`src/rtl/tmtw_pkg.sv`:
```
// tmtw_pkg: shared constants, codes and controller/datapath handshake types
// for the text mode terminal writer; no dependencies
`default_nettype none

package tmtw_pkg;

  // screen geometry defaults
  localparam int ROWS_DEF = 25;
  localparam int COLS_DEF = 80;

  // fixed field widths
  localparam int CMD_W  = 2;
  localparam int CHAR_W = 8;
  localparam int ATTR_W = 8;
  localparam int ROW_W  = 5;
  localparam int COL_W  = 7;
  localparam int CELL_W = CHAR_W + ATTR_W;

  // command codes
  localparam logic [CMD_W-1:0] CMD_PUT   = 2'd0;
  localparam logic [CMD_W-1:0] CMD_CLEAR = 2'd1;
  localparam logic [CMD_W-1:0] CMD_READ  = 2'd2;

  // character and attribute constants
  localparam logic [CHAR_W-1:0] CHAR_NEWLINE = 8'h0A;
  localparam logic [CHAR_W-1:0] CHAR_SPACE   = 8'h20;
  localparam logic [ATTR_W-1:0] FILL_RESET   = 8'h07;

  // blank write source
  typedef enum logic [1:0] {
    W_NONE,
    W_FILL,
    W_INIT
  } wsel_t;

  typedef struct packed {
    logic  capture;
    logic  put_step;
    logic  copy_rd;
    logic  read_cap;
    logic  home;
    logic  out_load;
    logic  idx_zero;
    logic  idx_inc;
    wsel_t wsel;
  } ctrl_cmd_t;

  typedef struct packed {
    logic put_scroll;
    logic idx_last_copy;
    logic idx_last_cell;
    logic out_free;
  } dp_status_t;

endpackage

`default_nettype wire

```
`src/rtl/tmtw_ctrl.sv`:
```
// tmtw_ctrl: sequencing state machine for put, clear, scroll, read and init sweep
// depends on tmtw_pkg for command codes and control/status structs
`default_nettype none

module tmtw_ctrl (
  input  wire logic                       clk,
  input  wire logic                       rst,
  input  wire logic                       in_valid,
  input  wire logic [tmtw_pkg::CMD_W-1:0] in_command,
  output logic                            in_ready,
  input  wire tmtw_pkg::dp_status_t       status,
  output tmtw_pkg::ctrl_cmd_t             cmd
);

  typedef enum logic [3:0] {
    S_INIT,
    S_IDLE,
    S_PUT,
    S_COPY,
    S_COPY_END,
    S_BLANK,
    S_CLEAR,
    S_READ,
    S_READ_CAP,
    S_DONE
  } state_t;

  state_t state;
  state_t state_next;

  always_comb begin
    cmd        = '0;
    cmd.wsel   = tmtw_pkg::W_NONE;
    state_next = state;
    case (state)
      S_INIT: begin
        cmd.wsel    = tmtw_pkg::W_INIT;
        cmd.idx_inc = 1'b1;
        if (status.idx_last_cell) begin
          state_next = S_IDLE;
        end
      end
      S_IDLE: begin
        if (in_valid && in_ready) begin
          cmd.capture  = 1'b1;
          cmd.idx_zero = 1'b1;
          case (in_command)
            tmtw_pkg::CMD_PUT:   state_next = S_PUT;
            tmtw_pkg::CMD_CLEAR: state_next = S_CLEAR;
            tmtw_pkg::CMD_READ:  state_next = S_READ;
            default:             state_next = S_DONE;
          endcase
        end
      end
      S_PUT: begin
        cmd.put_step = 1'b1;
        state_next   = status.put_scroll ? S_COPY : S_DONE;
      end
      S_COPY: begin
        // read the cell one row below; it is written back in the following cycle
        cmd.copy_rd = 1'b1;
        cmd.idx_inc = 1'b1;
        if (status.idx_last_copy) begin
          state_next = S_COPY_END;
        end
      end
      S_COPY_END: begin
        // last pending copy write drains here
        state_next = S_BLANK;
      end
      S_BLANK: begin
        cmd.wsel    = tmtw_pkg::W_FILL;
        cmd.idx_inc = 1'b1;
        if (status.idx_last_cell) begin
          state_next = S_DONE;
        end
      end
      S_CLEAR: begin
        cmd.wsel    = tmtw_pkg::W_FILL;
        cmd.home    = 1'b1;
        cmd.idx_inc = 1'b1;
        if (status.idx_last_cell) begin
          state_next = S_DONE;
        end
      end
      S_READ: begin
        state_next = S_READ_CAP;
      end
      S_READ_CAP: begin
        cmd.read_cap = 1'b1;
        state_next   = S_DONE;
      end
      S_DONE: begin
        if (status.out_free) begin
          cmd.out_load = 1'b1;
          state_next   = S_IDLE;
        end
      end
      default: begin
        state_next = S_IDLE;
      end
    endcase
  end

  always_ff @(posedge clk) begin
    if (rst) begin
      state    <= S_INIT;
      in_ready <= 1'b0;
    end else begin
      state    <= state_next;
      in_ready <= (state_next == S_IDLE);
    end
  end

endmodule

`default_nettype wire

```
`config.mk`:
```
export PLATFORM = sky130hd
export DESIGN_NAME = tmtw_ctrl
export DESIGN_NICKNAME = d
export VERILOG_FILES = /design/src/rtl/tmtw_pkg.sv /design/src/rtl/tmtw_ctrl.sv
export SDC_FILE = /design/constraint.sdc
export NUM_CORES = 1
export LEC_CHECK = 0
export BUFFER_PORTS_ARGS = -buffer_cell sky130_fd_sc_hd__buf_4
export CORE_AREA = 2 2 39 41
export DETAILED_ROUTE_END_ITERATION = 7
export DIE_AREA = 0 0 41 43
export SETUP_SLACK_MARGIN = 0.1
export SLEW_MARGIN = 15
export SYNTH_ARGS = -nofsm -noshare
export SYNTH_HDL_FRONTEND = slang
export SYNTH_SLANG_ARGS = --single-unit
```
`constraint.sdc`:
```
create_clock -name clk -period 1.55 [get_ports clk]
set_input_delay 0 -clock clk [delete_from_list [all_inputs] [get_ports clk]]
set_output_delay 0 -clock clk [all_outputs]
set_load 0.01 [all_outputs]
```
## Word-level counts from Yosys, hierarchy flattened

Index checks and enable logic that the tools add are counted.

| word-level totals | value |
|---|---|
| bits in read-only memories | 0 |
| memories kept | 0 |
| bits of input ports | 9 |
| register bits | 5 |
| word-level logic and storage cells | 37 |
| latch bits | 0 |
| RAM bits | 0 |

| cells by class | value |
|---|---|
| add/subtract/negate cells | 0 |
| multipliers | 0 |
| bitwise logic cells | 0 |
| equal/unequal tests | 12 |
| mux-type cells | 18 |
| reductions and logical operators | 5 |
| $lt $le $gt $ge | 0 |
| shifts and indexed selects | 0 |
| div/mod/pow operators | 0 |

Operators by type and width:

| kind | count |
|---|---|
| $pmux 4 s9 | 1 |
| $mux 4 | 6 |
| $eq 4x3->1 const B | 4 |
| $pmux 4 s3 | 1 |
| $mux 1 | 9 |
| $eq 4x1->1 const B | 2 |
| $eq 4x2->1 const B | 2 |
| $eq 4x4->1 const B | 2 |
| $logic_not 4->1 | 1 |
| $pmux 2 s2 | 1 |
| $reduce_or 4->1 | 1 |
| $eq 2x1->1 const B | 1 |
| $eq 2x2->1 const B | 1 |
| $logic_not 2->1 | 1 |
| $reduce_or 2->1 | 1 |
| $logic_and 1x1->1 | 1 |

## Longest topological paths before layout

| depth | value |
|---|---|
| depth in word-level cells | 5 |
| depth in mapped cells | 7 |
| mapped depth without buffers | 6 |

## Least setup slack after synthesis

OpenSTA, ideal clock, no wires.

| path | value |
|---|---|
| kind | flip-flop to flip-flop |
| start point | register state[0] |
| end point | register in_ready |
| stages on the path, launching flop included | 6 |
| slack | 0.153 ns |
| required time | 1.463 ns |
| arrival | 1.310 ns |
| cells stage by stage | dfxtp_1 > buf_6 > maj3_2 > nor2b_4 > a211o_1 > nor4b_2 |

| on the way | value |
|---|---|
| word-level cells in the longest chain between the ends | 4 |

RTL lines:

| element | RTL line | source |
|---|---|---|
| start: declaration | tmtw_ctrl.sv:28 | `state_t state;` |
| start signal: assignment | tmtw_ctrl.sv:110 | `state <= state_next;` |
| $eq 4x3->1 | tmtw_ctrl.sv:35 | `case (state)` |
| $reduce_or 2->1 (no source line) | - |  |
| $pmux 4 s9 (*) | tmtw_ctrl.sv:35 |  |
| $eq 4x1->1 (*) | tmtw_ctrl.sv:111 | `in_ready <= (state_next == S_IDLE);` |
| end signal: assignment | tmtw_ctrl.sv:111 |  |
| end: declaration | tmtw_ctrl.sv:10 | `output logic in_ready,` |

Mark *: on every way between the ends. The rest lies on a longest branch, timed or not.
A chain may end at the register's enable or synchronous reset.

## Worst setup path after layout

Same ends and word-level chain as after synthesis.

==> results.py <==
metrics = {
    "run": {
        "maxCapViolCount": 0,
    },
    "timing": {
        "setup_violations": 0,
        "tightest_slew_ns": 0.305,
        "period_share": 0.885,
        "layout_setup_ws_ns": 0.178,
        "slew_viol_final": 0,
        "finalSetupTns_ns": 0,
        "maxSlewHeadroom": 0.797,
        "rsz0062_at_grt": "yes",
        "report.final.hold_viol_count": 0,
        "fmax_mhz": 729,
        "fin_crit_ns": 1.37,
        "fin_skew_ns": 0.00194,
    },
    "clock_tree": {
        "postCtsSetupBuffers": 0,
        "cts_max_level": 1,
        "clk_latency_ns": 0.24,
        "clockRootBuffer": "clkbuf_4",
        "cts_tree": "built",
        "clk_pin_slew_ns": 0.04,
        "clockBufferDepth": 2,
        "cts_hold_buf": 0,
        "numCtsBuffers": 3,
        "cts_sinks": 5,
    },
    "yosys": {
        "synth.net_count": 69,
        "synth_cell_type_count": 34,
        "yosysTopAreaCell": "dfxtp_1",
        "ys_ff_latch": 5,
        "synth_top_family_by_area": "simple AND/OR/NAND/NOR gates",
        "synth-adder-area-share": 0.0740,
        "avgSynthCellArea_sq_um": 8.46,
        "synth_mux_area_frac": 0,
        "synth_top_area_frac": 0.204,
        "syn_area_sq_um": 490,
        "yosys.area_share.xor_xnor": 0.0179,
        "synthCells": 58,
        "yosys_warnings": 0,
        "synth-simple-area-share": 0.446,
        "synth_area_leaders": "dfxtp_1, and2_1, ha_1",
        "seq_area_frac_synth": 0.204,
        "synth_compound_area_frac": 0.140,
    },
    "setup_path": {
        "max_stage_delay_ns": 0.51,
        "crit_path_start": "state[0]",
        "slowest_stage": "or4_1",
        "crit_required_ns": 1.67,
        "cp_top_family": "simple AND/OR/NAND/NOR gates",
        "cp-endpoint": "in_ready",
        "path_cells": "or4_1 > a41o_1 > nor4b_2",
        "crit_buf_inv": 0,
        "path_class": "flip-flop to flip-flop",
        "critPathCaptureType": "flip-flop",
        "startpoint_type": "flip-flop",
        "worst_r2r_path_depth": 3,
        "reg2reg_from": "state[0]",
        "cp.depth": 3,
        "reg2reg_slack_ns": 0.18,
        "critPathArrivalTime_ns": 1.49,
        "crit_fanout": 7,
        "rr_endpoint": "in_ready",
    },
    "detailed_routing": {
        "ant_nets": 0,
        "dr.pass1.iters": 2,
        "drcViolationCount": 0,
        "routed_wl_mm": 1.15,
        "num_vias": 479,
        "via_per_inst": 4.94,
        "drtIter0Drc": 6,
        "wl_per_cell_um": 11.9,
    },
    "global_routing": {
        "antenna_found_initial": 0,
        "grtUsageTotal": 0.145,
        "grt_pass1_wl_mm": 1.69,
        "grt_overflow_total": 0,
        "grt_pass1_vias": 424,
        "grt_max_degree": 11,
    },
    "final_layout": {
        "final_cells": 97,
        "drive_gt1_frac": 0.506,
        "utilization": 0.506,
        "area_delta_synth_final_pct": 42.9,
        "antenna_cells": 0,
        "layout.nets": 93,
        "fill_cells": 142,
    },
    "pwr": {
        "power_density_nw_per_um2": 1130,
        "p_leak_nw": 0.338,
        "p_sw_frac": 0.348,
        "p_comb_frac": 0.559,
        "finalPower_mw": 0.792,
        "irDropWorstVdd_mv": 0.564,
        "internal-power_mw": 0.517,
        "pwr-share-clk": 0.186,
        "p_seq_frac": 0.255,
        "p_switching_mw": 0.275,
    },
    "min_path": {
        "min_path_type": "input port to flip-flop",
    },
    "floorplanning": {
        "num_io_pins": 20,
        "initial_core_util": 0.354,
        "die_x_um": 41,
        "die_h_um": 43,
        "core_sq_um": 1380,
        "fp.dieArea_sq_um": 1760,
        "num_rows": 14,
    },
    "place": {
        "hpwlAfterDp_um": 936,
        "place_ws_ns": 0.129,
        "gp_congestion": 0.787,
        "place_inst": 93,
        "port_buffers": 19,
    },
    "status": {
        "status": "complete, no violations",
    },
}
==> final cells by class <==
cell class / instances / area [sq um] / area share
well taps: 16 / 20.0 / 0.0286
repair buffers: 24 / 180 / 0.257
flip-flops and latches: 5 / 110 / 0.157
inverters: 4 / 15.0 / 0.0214
multi-input cells: 44 / 349 / 0.498
clock buffers: 4 / 26.3 / 0.0375
==> state kept, by name, indices dropped and copies added (netlist names) <==
signal    flops
in_ready      1
state         4
==> what timing repair did <==
item                                   CTS  global route
gates resized for setup                  1             9
gates cloned                             0             0
pin swaps                                0             2
endpoints found under the hold margin    0             0
setup endpoints to repair                1             6
==> power groups by stage <==
| stage | Clock [mW] | Combinational (mW) | Sequential (mW) |
|---|---|---|---|
| floorplan | 0 | 0.293 | 0.191 |
| CTS | 0.156 | 0.428 | 0.200 |
| global route | 0.169 | 0.483 | 0.208 |
| finish | 0.147 | 0.443 | 0.202 |
| detailed placement | 0 | 0.427 | 0.199 |
| global placement | 0 | 0.425 | 0.198 |
==> cells in the final DEF, fill, tap and decap left out, types with 2 or more instances in the layout <==
cell type / instances
and2_1: 5
buf_4: 24
clkbuf_4: 3
dfxtp_2: 2
dfxtp_4: 2
ha_1: 2
inv_1: 4
nor2_1: 5
nor2b_1: 2
o21ai_0: 2
or3b_2: 2
==> worst reg2reg max path, cell delays in order, from the launching register on <==
cell and delay (ns):
dfxtp_2 0.34, or4_1 0.51, a41o_1 0.25, nor4b_2 0.15
==> worst min path at each step <==
stage | cells after the start | slack (ns) | start | endpoint
after global routing | 3 | 0.09 | rst | state[2]
after floorplan | 1 | 0.20 | status[0] | cmd[4]
final | 3 | 0.07 | rst | state[3]
after CTS | 3 | 0.08 | rst | state[2]
after global placement | 3 | 0.33 | rst | state[3]
after detailed placement | 3 | 0.34 | rst | state[2]
==> cell families after synthesis <==
group / Yosys count
xor gates and xnor gates: 1
DFF: 5
adders and majority gates: 3
AOI/OAI and AO/OA: 9
and+or+nand+nor: 31
buffers and inverters: 9
==> per-stage QoR <==
step                area [sq um]  hold slack (ns)
detailed placement           648            0.337
finish                       701           0.0719
global placement             648            0.333
CTS                          676           0.0799
global route                 701           0.0882
floorplan                    490            0.197
==> routing by layer <==
metal	track usage	up-vias	part of all wire	wire length [um]
met5	0	-	0	0
met4	0.0800	0	0.013	15
met3	0.0314	2	0.048	55
met2	0.213	16	0.48	557
met1	0.188	209	0.45	522
li1	-	252	-	-
==> cell usage after synthesis (all sizes together) <==
master   count
a211o        1
a31oi        1
a41o         1
and2         5
and2b        1
and4b        1
buf          5
dfxtp        5
ha           2
inv          4
maj3         1
nand2        1
nand2b       2
nand3        1
nand4bb      1
nor2         5
nor2b        3
nor3         1
nor3b        1
nor4         1
nor4b        2
o21ai        3
o221a        1
o221ai       2
or2          1
or2b         1
or3b         2
or4          1
or4b         1
xnor2        1
No activity file was read; power rests on OpenSTA's default activity.
